==> src/hdl/kts_pkg.sv <==
// Shared types, codes and constants of the keyframe track sampler.
package kts_pkg;

  localparam int MAX_KEYS_DEF  = 256;
  localparam int MAX_WIDTH_DEF = 8;
  localparam int RESULT_LIMIT  = 8;
  localparam int VEC_COMPS     = 3;
  localparam int QUAT_COMPS    = 4;

  // Divider geometry: 48-bit dividend, 32-bit divisor.
  localparam int DIV_NW = 48;
  localparam int DIV_DW = 32;

  localparam logic [1:0] KIND_TIME   = 2'd0;
  localparam logic [1:0] KIND_VALUE  = 2'd1;
  localparam logic [1:0] KIND_SAMPLE = 2'd2;
  localparam logic [1:0] KIND_UNUSED = 2'd3;

  localparam logic [1:0] CH_TRANSLATION = 2'd0;
  localparam logic [1:0] CH_SCALE       = 2'd1;
  localparam logic [1:0] CH_ROTATION    = 2'd2;
  localparam logic [1:0] CH_MORPH       = 2'd3;

  localparam logic INTERP_STEP   = 1'b0;
  localparam logic INTERP_LINEAR = 1'b1;
  localparam logic PLAY_CLAMP    = 1'b0;
  localparam logic PLAY_LOOP     = 1'b1;

  localparam logic [2:0] REG_CHANNEL_KIND  = 3'd0;
  localparam logic [2:0] REG_MORPH_COUNT   = 3'd1;
  localparam logic [2:0] REG_INTERP_MODE   = 3'd2;
  localparam logic [2:0] REG_KEY_COUNT     = 3'd3;
  localparam logic [2:0] REG_PLAYBACK_MODE = 3'd4;
  localparam logic [2:0] REG_CLIP_DURATION = 3'd5;
  localparam logic [2:0] REG_RANGE_START   = 3'd6;
  localparam logic [2:0] REG_RANGE_END     = 3'd7;

  typedef struct packed {
    logic [1:0]  channel_kind;
    logic [3:0]  morph_weight_count;
    logic        interpolation_mode;
    logic [8:0]  key_count;
    logic        playback_mode;
    logic [31:0] clip_duration;
    logic [31:0] range_start;
    logic [31:0] range_end;
  } cfg_t;

  // One classified word passed from the front to the back.
  typedef struct packed {
    logic [1:0]  kind;
    logic [7:0]  key;
    logic [2:0]  comp;
    logic [31:0] data;
  } item_t;

endpackage

==> src/hdl/kts_front.sv <==
// Input side: accept words, drop the ones that do nothing, queue the rest.
module kts_front import kts_pkg::*; #(
  parameter int MAX_KEYS  = MAX_KEYS_DEF,
  parameter int MAX_WIDTH = MAX_WIDTH_DEF
) (
  input  logic        clk,
  input  logic        rst,
  input  logic        in_valid,
  output logic        in_ready,
  input  logic [1:0]  kind,
  input  logic [7:0]  key_index,
  input  logic [2:0]  component_index,
  input  logic [31:0] key_time,
  input  logic [31:0] key_value,
  input  logic [31:0] request_time,
  output logic        q_valid,
  output item_t       q_item,
  input  logic        q_pop
);

  item_t      slots [2];
  logic       wr_ptr;
  logic       rd_ptr;
  logic [1:0] count;
  logic       keep;
  logic       push;
  item_t      word;

  always_comb begin
    word.kind = kind;
    word.key  = key_index;
    word.comp = component_index;
    unique case (kind)
      KIND_TIME: begin
        word.data = key_time;
        keep      = 32'(key_index) < 32'(MAX_KEYS);
      end
      KIND_VALUE: begin
        word.data = key_value;
        keep      = (32'(key_index) < 32'(MAX_KEYS)) &&
                    (32'(component_index) < 32'(MAX_WIDTH));
      end
      KIND_SAMPLE: begin
        word.data = request_time;
        keep      = 1'b1;
      end
      default: begin
        word.data = request_time;
        keep      = 1'b0;
      end
    endcase
  end

  assign in_ready = count != 2'd2;
  assign push     = in_valid && in_ready && keep;
  assign q_valid  = count != 2'd0;
  assign q_item   = slots[rd_ptr];

  always_ff @(posedge clk) begin
    if (push) begin
      slots[wr_ptr] <= word;
    end
  end

  always_ff @(posedge clk) begin
    if (rst) begin
      wr_ptr <= 1'b0;
      rd_ptr <= 1'b0;
      count  <= 2'd0;
    end else begin
      if (push) begin
        wr_ptr <= ~wr_ptr;
      end
      if (q_pop) begin
        rd_ptr <= ~rd_ptr;
      end
      count <= count + 2'(push) - 2'(q_pop);
    end
  end

endmodule

==> config.mk <==
export PLATFORM = sky130hd
export DESIGN_NAME = kts_front
export DESIGN_NICKNAME = d
export VERILOG_FILES = /design/src/hdl/kts_pkg.sv /design/src/hdl/kts_front.sv
export SDC_FILE = /design/constraint.sdc
export NUM_CORES = 1
export LEC_CHECK = 0
export ABC_CLOCK_PERIOD_IN_PS = 10910
export BUFFER_PORTS_ARGS = -buffer_cell sky130_fd_sc_hd__buf_2
export CORE_ASPECT_RATIO = 2
export CORE_MARGIN = 3
export CORE_UTILIZATION = 35
export DETAILED_ROUTE_END_ITERATION = 10
export GPL_TIMING_DRIVEN = 1
export HOLD_SLACK_MARGIN = 0.02
export REMOVE_ABC_BUFFERS = 1
export SKIP_CTS_REPAIR_TIMING = 1
export SLEW_MARGIN = 5
export SYNTH_ARGS = -nofsm -noshare
export SYNTH_HDL_FRONTEND = slang
export SYNTH_SLANG_ARGS = --single-unit
==> constraint.sdc <==
create_clock -name clk -period 10.91 [get_ports clk]
set_clock_uncertainty 0.15 [all_clocks]
set_input_delay 1.6365 -clock clk [delete_from_list [all_inputs] [get_ports clk]]
set_output_delay 1.6365 -clock clk [all_outputs]
set_load 0.03 [all_outputs]
### Word level (Yosys, flattened, before mapping)

Memory sizes are Yosys's and may differ from the RTL's. A register that Yosys moved wholly into a read port is not among the register bits.
Cells that the tools add are included.

| storage, ports and cells | value |
|---|---|
| RAM bits | 90 |
| bits of input ports | 113 |
| word-level logic and storage cells | 22 |
| memories kept | 1 |
| register bits | 4 |

| cells by class | value |
|---|---|
| equality and inequality tests | 3 |
| multiplexer cells | 6 |
| reductions and logical operators | 5 |
| add/subtract/negate cells | 2 |
| bitwise gates (word level) | 2 |

Memory list:

| memory | words | width | rd ports | clocked after Yosys merged registers in | wr ports | line | text |
|---|---|---|---|---|---|---|---|
| slots | 2 | 45 | 1 | 1 | 1 | kts_front.sv:21 | `item_t slots [2];` |

Operators with widths:

| kind | count |
|---|---|
| $pmux W32 S2 | 1 |
| $mux W1 | 5 |
| $reduce_or A3 Y1 | 1 |
| $add A2 B1 Y2 | 1 |
| $eq A2 B1 Y1 const B | 1 |
| $eq A2 B2 Y1 const B | 1 |
| $logic_and A1 B1 Y1 | 2 |
| $logic_not A2 Y1 | 1 |
| $ne A2 B2 Y1 const B | 1 |
| $not A1 Y1 | 2 |
| $reduce_bool A2 Y1 | 1 |
| $sub A2 B1 Y2 | 1 |

### Depth between registers and ports, before layout

Gate-level depths: netlist of run 1.

| depth | value |
|---|---|
| word-level depth | 6 |
| gate-level depth with buffers | 8 |

### Least setup slack after synthesis of run 1

OpenSTA, ideal clock, no wires.

| path | value |
|---|---|
| path kind | input port to flip-flop |
| start point | in kind[0] |
| end point | mem slots[1][0] (netlist name), enable pin |
| slack | 6.276 ns |
| stages on the path | 4 |
| arrival | 4.037 ns |
| cell sequence | buf_6 -> a21bo_1 -> nand2b_1 -> nor2_1 |

| on the way | value |
|---|---|
| word-level cells in the longest chain between the ends | 6 |

Ends and longest elaborated chain:

| element | line | text |
|---|---|---|
| start, declared | kts_front.sv:10 | `input logic [1:0] kind,` |
| $eq A2 B1 Y1, or another cell as far along | kts_front.sv:33 | `unique case (kind)` |
| $reduce_or A3 Y1 (no source line) * | - |  |
| $mux W1 * | kts_front.sv:33 |  |
| $logic_and A1 B1 Y1 * | kts_front.sv:55 | `assign push = in_valid && in_ready && keep;` |
| $mux W1 * | kts_front.sv:60 | `if (push) begin` |
| $mux W1 (implied by the code) * | kts_front.sv:61 | `slots[wr_ptr] <= word;` |
| end, declared | kts_front.sv:21 |  |

Every way passes the cells marked *; elsewhere a longest branch is shown, timed or not.

==> impl_metrics.csv, run 1 <==
group,metric,value,unit
global_routing,grt_pass1_vias,2856,
placement,port-buffer-count,159,
timing,shortest_period_the_worst_path_allows,3810,ps
clock_network,later_pin_clock_latency_in_the_skew_report,330,ps
route,avgViaCountPerCell,4.67,
floorplan,core_area,11400,um^2
yosys,yosys_warnings,0,
yosys,synth_cell_type_count,22,
power,switching_share,25.9,%
power,net-switching-power,247,uW
worst_setup_path,critical_path.endpoint,"q_item[10]",
yosys,seq_cells_post_synth,95,
worst_setup_path,worstPathArrival,2020,ps
timing,achievable-frequency,0.263,GHz
route,dr.pass1.iters,4,
timing,sum_of_negative_setup_slack,0,ps
yosys,summed_instance_area_of_the_synthesized_netlist,4140,um^2
floorplan,initial_util,36.2,%
global_routing,grt_remaining_overflow,0,
timing,final-hold-violation-count,0,
worst_setup_path,critical_path.reg2reg.startpoint,"count[1]$_SDFF_PP0_",
cells_and_area,multi_input_area,1240,um^2
clock_network,clkSinkCount,95,
cells_and_area,finish.net_count,546,
timing,worst_slew_margin_rel,27.6,%
floorplan,fp.dieArea,13200,um^2
global_routing,grt_use_total,13.7,%
route,totalWireLength,9.02,mm
yosys,postSynthAreaPerCell,15.1,um^2
worst_setup_path,timing_worst_setup_path_type,"register to primary output",
clock_network,htree_num_levels,3,
power,intPower,707,uW
cells_and_area,area_delta_synth_final,29.8,%
timing,timing_worst_slew_pin_value,1090,ps
worst_setup_path,worstPathMaxFanout,45,
clock_network,clk_root_buffer_cell,"sky130_fd_sc_hd__clkbuf_16",
worst_setup_path,timing.critical_path.required,9120,ps
power,power_frac_seq,47.4,%
run_status,status,"finished, final reports clean",
power,power_leakage,2.21,nW
power,fin_total_pwr,953,uW
yosys,synth_cells,275,
floorplan,die_width,82.9,um
power,share_of_total_power_in_the_clock_network,33.6,%
worst_setup_path,setup.worst_path.end_class,"primary output",
timing,worst_hold_slack,354,ps
floorplan,fp.dieH,160,um
global_routing,grt_max_degree,68,
power,power.ir.vdd_worst,89.6,uV
cells_and_area,fill_cells,1088,
clock_network,tritoncts.num_buffers,9,
cells_and_area,layout-drive-gt1-share,51.9,%
placement,dp_hpwl,6.50,mm
route,postRouteAntennaNets,0,
power,power.share.combinational,19.0,%
clock_network,cts.reportedPaths.clkPinSlew,60,ps
clock_network,clk_path_buf_depth,2,
worst_setup_path,worst_setup_path_start_kind,"register",
power,power_density,177,nW/um^2
clock_network,cts_tree,"yes",
min_path,min-delay-path-class,"register to register",
timing,min_period_over_period,34.9,%
route,initialDrtViolationCount,144,
timing,finalMaxSlewViolations,0,
worst_setup_path,worst_r2r_endpoint,"slots[0][44]$_DFFE_PP_",
floorplan,core.rowCount,55,
route,drt-wirelength-per-cell,15.5,um
floorplan,pin_count,160,
route,drc_errors,0,
worst_setup_path,reg2reg_setup_slack,8740,ps
worst_setup_path,worstRegToRegCells,3,
route,via_count,2708,
global_routing,antenna_violations_before_repair,1,
placement,place_congestion,0.754,
yosys,sequential_fraction_of_the_synthesis_area,67.7,%
global_routing,grt_pass1_wl,13.9,mm
cells_and_area,ff_latch_area,2800,um^2
flow_run,drv.max_cap_violation_count,0,
timing,final-setup-viol-count,0,
timing,setup_repair_after_global_routing_missed_its_margin,"false",
min_path,hold_start,"wr_ptr$_SDFFE_PP0P_",
per-stage QoR:
stage	utilization (%)	cells	cell area, um^2	setup slack, ps
after floorplan	-	259	4050	6390
after global placement	44.3	563	5060	6910
after detailed placement	44.3	563	5060	6850
after CTS	47.0	579	5370	7020
after global routing	47.1	580	5380	6960
final	47.1	580	5380	7100
cell type report:
| class | instances | area share [%] |
|---|---|---|
| multi-input combinational | 160 | 23.1 |
| clock buffer | 10 | 4.26 |
| tap | 142 | 3.31 |
| sequential | 95 | 52.2 |
| timing repair buffer | 162 | 15.2 |
| inverter | 4 | 0.279 |
| clock inverter | 6 | 1.58 |
| antenna | 1 | 0.0466 |
metal layers:
| layer | vias up | global-route usage, % | part of all wire, % |
|---|---|---|---|
| met2 | 84 | 27.4 | 60 |
| met5 | - | 0 | 0 |
| met3 | 12 | 2.74 | 4.3 |
| met4 | 0 | 7.29 | 3.0 |
| met1 | 1271 | 12.4 | 33 |
| li1 | 1341 | - | - |
critical path: stages, from the launching register on:
cell	delay [ps]
sky130_fd_sc_hd__dfxtp_2	1050
sky130_fd_sc_hd__mux2_2	450
sky130_fd_sc_hd__buf_2	190
logic make-up (layout without fill, tap and decap cells):
family	count (synthesis)	after routing	share of synthesized area [%]
flip-flops	95	95	67.7
multiplexers	77	77	20.0
AND/OR/NAND/NOR	41	41	4.02
AO/OA/AOI/OAI	38	38	4.93
buffers and inverters	20	182	2.45
XOR/XNOR	3	3	0.635
adder cells (fa/ha/maj)	1	1	0.302
other	0	1	0
state kept, by name (all words and copies together) (netlist names), named ones only:
| signal | cells |
|---|---|
| slots | 90 |
| count | 2 |
| wr_ptr | 1 |
| rd_ptr | 1 |
worst min path at each step:
stage	slack [ps]	cells past startpoint	endpoint
after floorplan	310	2	wr_ptr$_SDFFE_PP0P_
after global placement	330	2	wr_ptr$_SDFFE_PP0P_
after detailed placement	350	2	wr_ptr$_SDFFE_PP0P_
after CTS	350	2	wr_ptr$_SDFFE_PP0P_
after global routing	410	2	register
final	350	2	wr_ptr$_SDFFE_PP0P_
cell usage after synthesis (all sizes together):
cell type  number  area, um^2
inv             4        15.0
mux2i          32         320
ha              1        12.5
or2             1        6.26
nor2            4        15.0
nand2b          1        6.26
a21bo           2        20.0
clkbuf          6        22.5
nor2b           2        12.5
buf            10        63.8
or3             1        6.26
dfxtp           5         100
o2111ai         1        8.76
xnor2           3        26.3
edfxtp         90        2700
a21oi           1        5.00
o21ai          34         170
mux2           45         507
nand2          32         120
cell usage in the layout, fill, tap and decap left out, drive strengths merged:
cell	instances
a21bo	2
a21oi	1
buf	162
bufinv	2
clkbuf	10
clkinv	2
clkinvlp	2
dfxtp	5
diode	1
edfxtp	90
ha	1
inv	4
mux2	45
mux2i	32
nand2	32
nand2b	1
nor2	4
nor2b	2
o2111ai	1
o21ai	34
or2	1
or3	1
xnor2	3
power groups by stage:
stage	combinational, mW	clock, mW	sequential, mW
global route	0.196	0.345	0.455
detailed placement	0.185	0	0.460
CTS	0.186	0.328	0.453
finish	0.181	0.320	0.452
global placement	0.182	0	0.458
floorplan	0.117	0	0.456
Power figures use the tool's default switching activity.
==> inputs of run 2 (changes only) <==
--- a/config.mk
+++ b/config.mk
@@ -5,7 +5,7 @@
 export SDC_FILE = /design/constraint.sdc
 export NUM_CORES = 1
 export LEC_CHECK = 0
-export ABC_CLOCK_PERIOD_IN_PS = 10910
+export ABC_CLOCK_PERIOD_IN_PS = 3630
 export BUFFER_PORTS_ARGS = -buffer_cell sky130_fd_sc_hd__buf_2
 export CORE_ASPECT_RATIO = 2
 export CORE_MARGIN = 3
==> constraint.sdc (replaced) <==
create_clock -name clk -period 3.63 [get_ports clk]
set_clock_uncertainty 0.15 [all_clocks]
set_input_delay 0.5445 -clock clk [delete_from_list [all_inputs] [get_ports clk]]
set_output_delay 0.5445 -clock clk [all_outputs]
set_load 0.03 [all_outputs]
==> run 2 against run 1 <==
Effect of this change: flip-flop and latch count stayed put; combinational power grew to 3.1 times the previous value; setup slack worse by 6200 ps; register-to-register slack worse by 7300 ps; routed wire length is 4.8% higher; highest routed layer unchanged.
==> impl_metrics.csv, run 2 (synthesized netlist as in run 1, its figures left out) <==
group,metric,value,unit
clock_network,clk_root_buffer_cell,"sky130_fd_sc_hd__clkbuf_16",
power,fin_total_pwr,2.79,mW
clock_network,cts.reportedPaths.clkPinSlew,60,ps
cells_and_area,reg_top3,"slots x90, count x2",
global_routing,grt_max_degree,67,
cells_and_area,n_antenna_cell,0,
worst_setup_path,path_cells,"buf_4, mux2_2, buf_2",
run_status,status,"finished, final reports clean",
floorplan,fp.dieH,160,um
timing,final-setup-viol-count,0,
flow_run,drv.max_cap_violation_count,0,
global_routing,antenna_violations_before_repair,0,
floorplan,fp.dieArea,13200,um^2
cells_and_area,registers.top_by_ff_count,"slots",
placement,port-buffer-count,159,
clock_network,tritoncts.num_buffers,9,
cells_and_area,finish.net_count,550,
worst_setup_path,timing.critical_path.required,2940,ps
route,avgViaCountPerCell,4.64,
cells_and_area,largest_reg_flops,90,
timing,sum_of_negative_setup_slack,0,ps
route,initialDrtViolationCount,107,
cells_and_area,most_common_library_cell_in_the_layout_ignoring_fill_and_taps,"sky130_fd_sc_hd__buf_2",
min_path,min-delay-path-class,"input port to register",
power,power_density,519,nW/um^2
route,postRouteAntennaNets,0,
placement,place_congestion,0.742,
floorplan,initial_util,36.2,%
worst_setup_path,timing_worst_setup_path_type,"register to primary output",
worst_setup_path,worstPathArrival,2070,ps
cells_and_area,fill_cells,1086,
worst_setup_path,setup.worst_path.end_class,"primary output",
placement,dp_hpwl,7.04,mm
worst_setup_path,worst_setup_path_start_kind,"register",
timing,timing_worst_slew_pin_value,680,ps
power,power.ir.vdd_worst,235,uV
worst_setup_path,crit_family,"flip-flops",
timing,achievable-frequency,0.362,GHz
route,via_count,2704,
timing,worst_slew_margin_rel,54.7,%
clock_network,later_pin_clock_latency_in_the_skew_report,330,ps
cells_and_area,area_delta_synth_final,29.7,%
floorplan,pin_count,160,
floorplan,core.rowCount,55,
global_routing,grt_remaining_overflow,0,
floorplan,die_width,82.9,um
timing,final-hold-violation-count,0,
global_routing,grt_pass1_wl,14.5,mm
cells_and_area,layout-drive-gt1-share,51.7,%
global_routing,grt_use_total,14.2,%
timing,min_period_over_period,76.2,%
worst_setup_path,cp_slowest_cell,"sky130_fd_sc_hd__dfxtp_2",
route,drt-wirelength-per-cell,16.2,um
clock_network,htree_num_levels,3,
timing,finalMaxSlewViolations,0,
worst_setup_path,cp.buffers_inverters,2,
cells_and_area,utilization,47.0,%
route,drc_errors,0,
worst_setup_path,max_stage_delay,770,ps
worst_setup_path,worstPathMaxFanout,28,
route,totalWireLength,9.45,mm
global_routing,grt_pass1_vias,2925,
timing,shortest_period_the_worst_path_allows,2770,ps
route,dr.pass1.iters,4,
clock_network,clkSinkCount,95,
floorplan,core_area,11400,um^2
power,power_leakage,2.22,nW
clock_network,cts_tree,"yes",
timing,setup_repair_after_global_routing_missed_its_margin,"false",
cells_and_area,most-common-layout-cells,"sky130_fd_sc_hd__buf_2 (159), sky130_fd_sc_hd__edfxtp_1 (90), sky130_fd_sc_hd__mux2_2 (45)",
timing,worst_hold_slack,260,ps
clock_network,clk_path_buf_depth,2,
[run 2: cell types whose count changed in the layout (fill, tap and decap cells not counted), sizes merged]
cell and delta:
buf +4, bufinv -1, clkinv +3, clkinvlp -2
diode -1
[run 2: metrics by stage]
step,cell area [um^2],cells,setup slack [ps]
final,5370,583,864
after global routing,5370,583,713
after CTS,5370,583,776
after detailed placement,5090,567,1040
after global placement,5090,567,1070
after floorplan,4050,259,198
[run 2: metal layers]
| layer | up-vias | share of wire (%) | GRT usage [%] |
|---|---|---|---|
| met5 | - | 0 | 0 |
| met4 | 0 | 1.9 | 5.88 |
| met3 | 11 | 4.1 | 2.79 |
| met2 | 81 | 62 | 28.5 |
| met1 | 1265 | 32 | 13.6 |
| li1 | 1347 | - | - |
[run 2: layout make-up]
| type | instances | area, um^2 | area share [%] |
|---|---|---|---|
| Inverter | 4 | 15.0 | 0.280 |
| Clock buffer | 10 | 229 | 4.26 |
| Tap cell | 142 | 178 | 3.31 |
| Sequential cell | 95 | 2800 | 52.2 |
| Clock inverter | 6 | 51.3 | 0.955 |
| Multi-Input combinational cell | 160 | 1240 | 23.2 |
| Timing Repair Buffer | 166 | 848 | 15.8 |
[run 2: final timing paths]
path | depth (start not counted) | from | slack, ps | endpoint
hold reg to reg | 2 | wr_ptr$_SDFFE_PP0P_ | 350 | wr_ptr$_SDFFE_PP0P_
setup reg to reg | 4 | count[1]$_SDFF_PP0_ | 1470 | slots[0][32]$_DFFE_PP_
setup / recovery | 3 | register | 860 | q_item[20]
hold / removal | 1 | key_index[4] | 260 | slots[1][39]$_DFFE_PP_
[run 2: power breakdown]
part / switching (mW) / total, mW / internal (mW) / leakage, nW
registers: 0.0341 / 1.35 / 1.32 / 0.877
clock network: 0.352 / 0.876 / 0.524 / 0.139
logic: 0.348 / 0.560 / 0.212 / 1.20
[run 2: worst reg2reg max path, stage by stage (launching register included)]
cell	delay (ps)
sky130_fd_sc_hd__dfxtp_1	320
sky130_fd_sc_hd__nor2b_1	170
sky130_fd_sc_hd__or3_1	390
sky130_fd_sc_hd__inv_2	430
sky130_fd_sc_hd__buf_4	380
==> inputs of run 3 (changes only) <==
--- a/config.mk
+++ b/config.mk
@@ -5,7 +5,7 @@
 export SDC_FILE = /design/constraint.sdc
 export NUM_CORES = 1
 export LEC_CHECK = 0
-export ABC_CLOCK_PERIOD_IN_PS = 3630
+export ABC_CLOCK_PERIOD_IN_PS = 2800
 export BUFFER_PORTS_ARGS = -buffer_cell sky130_fd_sc_hd__buf_2
 export CORE_ASPECT_RATIO = 2
 export CORE_MARGIN = 3
==> constraint.sdc (replaced) <==
create_clock -name clk -period 2.8 [get_ports clk]
set_clock_uncertainty 0.15 [all_clocks]
set_input_delay 0.42 -clock clk [delete_from_list [all_inputs] [get_ports clk]]
set_output_delay 0.42 -clock clk [all_outputs]
set_load 0.03 [all_outputs]
==> run 3 against run 2 <==
Effect of this change: non-clock buffer count is the same; die area is the same; first-iteration DRC count shrank 27%; power grew 33%; critical path type unchanged.
==> impl_metrics.csv, run 3 (synthesized netlist as in run 1, its figures left out) <==
group,metric,value,unit
route,drc_errors,0,
global_routing,antenna_violations_before_repair,0,
route,postRouteAntennaNets,0,
timing,achievable-frequency,0.467,GHz
route,initialDrtViolationCount,78,
worst_setup_path,crit_family,"buffers and inverters",
floorplan,initial_util,36.2,%
clock_network,clkSinkCount,95,
cells_and_area,ff_latch_area,2800,um^2
min_path,min-delay-path-class,"input port to register",
timing,setup_ws,658,ps
worst_setup_path,timing.critical_path.depth,3,
power,power.share.combinational,20.2,%
cells_and_area,area_delta_synth_final,30.5,%
timing,shortest_period_the_worst_path_allows,2140,ps
cells_and_area,registers.top_by_ff_count,"slots",
global_routing,grt_pass1_vias,2956,
global_routing,grt_max_degree,67,
global_routing,grt_use_total,14.2,%
timing,worst_hold_slack,132,ps
timing,finalMaxSlewViolations,0,
global_routing,grt_remaining_overflow,0,
timing,setup_repair_after_global_routing_missed_its_margin,"false",
run_status,status,"finished, final reports clean",
clock_network,tritoncts.num_buffers,9,
cells_and_area,most-common-layout-cells,"sky130_fd_sc_hd__buf_2 (159), sky130_fd_sc_hd__edfxtp_1 (90), sky130_fd_sc_hd__mux2_2 (45)",
route,drt-wirelength-per-cell,15.8,um
placement,dp_hpwl,6.90,mm
worst_setup_path,path_cells,"buf_4, mux2_2, buf_2",
min_path,whs_path_depth,1,
timing,final-setup-viol-count,0,
worst_setup_path,max_stage_delay,410,ps
power,power_frac_seq,46.8,%
worst_setup_path,cp.buffers_inverters,2,
power,power_density,686,nW/um^2
clock_network,clk_root_buffer_cell,"sky130_fd_sc_hd__clkbuf_16",
timing,min_period_over_period,76.5,%
route,dr.pass1.iters,5,
global_routing,grt_pass1_wl,14.4,mm
cells_and_area,layout-drive-gt1-share,51.8,%
worst_setup_path,timing.critical_path.required,2230,ps
power,intPower,2.75,mW
floorplan,fp.dieArea,13200,um^2
cells_and_area,multi_input_area,1240,um^2
clock_network,later_pin_clock_latency_in_the_skew_report,330,ps
floorplan,pin_count,160,
timing,sum_of_negative_setup_slack,0,ps
worst_setup_path,worstPathMaxFanout,26,
worst_setup_path,worstPathArrival,1570,ps
cells_and_area,final_cells,582,
power,power.ir.vdd_worst,305,uV
clock_network,htree_num_levels,3,
route,totalWireLength,9.22,mm
worst_setup_path,setup.worst_path.end_class,"primary output",
power,share_of_total_power_in_the_clock_network,33.0,%
worst_setup_path,worst_setup_path_start_kind,"register",
placement,place_congestion,0.731,
placement,dp_worst_setup_slack,679,ps
cells_and_area,finish.net_count,550,
timing,timing_worst_slew_pin_value,582,ps
placement,port-buffer-count,159,
clock_network,clk_path_buf_depth,2,
route,avgViaCountPerCell,4.76,
route,via_count,2773,
placement,place_inst,567,
cells_and_area,n_antenna_cell,0,
floorplan,die_width,82.9,um
cells_and_area,largest_reg_flops,90,
worst_setup_path,cp_slowest_cell,"sky130_fd_sc_hd__mux2_2",
floorplan,fp.dieH,160,um
timing,worst_slew_margin_rel,61.2,%
timing,final-hold-violation-count,0,
worst_setup_path,timing_worst_setup_path_type,"register to primary output",
cells_and_area,reg_top3,"slots x90, count x2",
floorplan,core.rowCount,55,
cells_and_area,most_common_library_cell_in_the_layout_ignoring_fill_and_taps,"sky130_fd_sc_hd__buf_2",
power,switching_share,25.8,%
clock_network,cts_tree,"yes",
worst_setup_path,worstRegToRegCells,8,
flow_run,drv.max_cap_violation_count,0,
cells_and_area,fill_cells,1073,
clock_network,cts.reportedPaths.clkPinSlew,60,ps
power,net-switching-power,954,uW
power,power_leakage,2.23,nW
floorplan,core_area,11400,um^2
-- run 3: cell types whose count changed in the layout (fill, tap and decap cells not counted) --
cell / delta
sky130_fd_sc_hd__clkbuf_1: -1
sky130_fd_sc_hd__bufinv_16: +1
sky130_fd_sc_hd__buf_4: -1
sky130_fd_sc_hd__clkinv_2: -1
sky130_fd_sc_hd__buf_12: +1
-- run 3: cell type report --
type	count	share of cell area (%)
clock inverter	6	1.41
inverter	4	0.278
multi-input combinational	160	23.0
tap	142	3.29
timing repair buffer	166	15.9
sequential	95	51.9
clock buffer	9	4.17
-- run 3: per-layer routing --
layer  part of all wire, %  vias up  global-route usage, %
met1                    32     1325                   12.3
met4                   3.3        0                   7.81
met3                   4.2       20                   3.05
met5                     0        -                      0
li1                      -     1345                      -
met2                    61       83                   28.5
-- run 3: power groups by stage --
stage                     clock network, mW  logic (mW)  registers (mW)
after floorplan                           0       0.455            1.78
after global placement                    0       0.752            1.76
after detailed placement                  0       0.763            1.77
after CTS                              1.26       0.766            1.74
after global routing                   1.30       0.809            1.74
final                                  1.22       0.748            1.73
-- run 3: worst paths after layout --
path	end	from	slack, ps
max reg2reg	count[1]$_SDFF_PP0_	count[1]$_SDFF_PP0_	870
min	slots[1][40]$_DFFE_PP_	key_index[5]	130
min reg2reg	wr_ptr$_SDFFE_PP0P_	wr_ptr$_SDFFE_PP0P_	360
max	q_item[31]	register	660
-- run 3: metrics by stage --
step,util (%),cell area (um^2),total power [mW]
4_1_cts,47.3,5400,3.76
2_1_floorplan,-,4050,2.23
3_5_place_dp,44.7,5100,2.53
6_report,47.3,5400,3.70
3_3_place_gp,44.7,5100,2.51
5_1_grt,47.3,5400,3.86
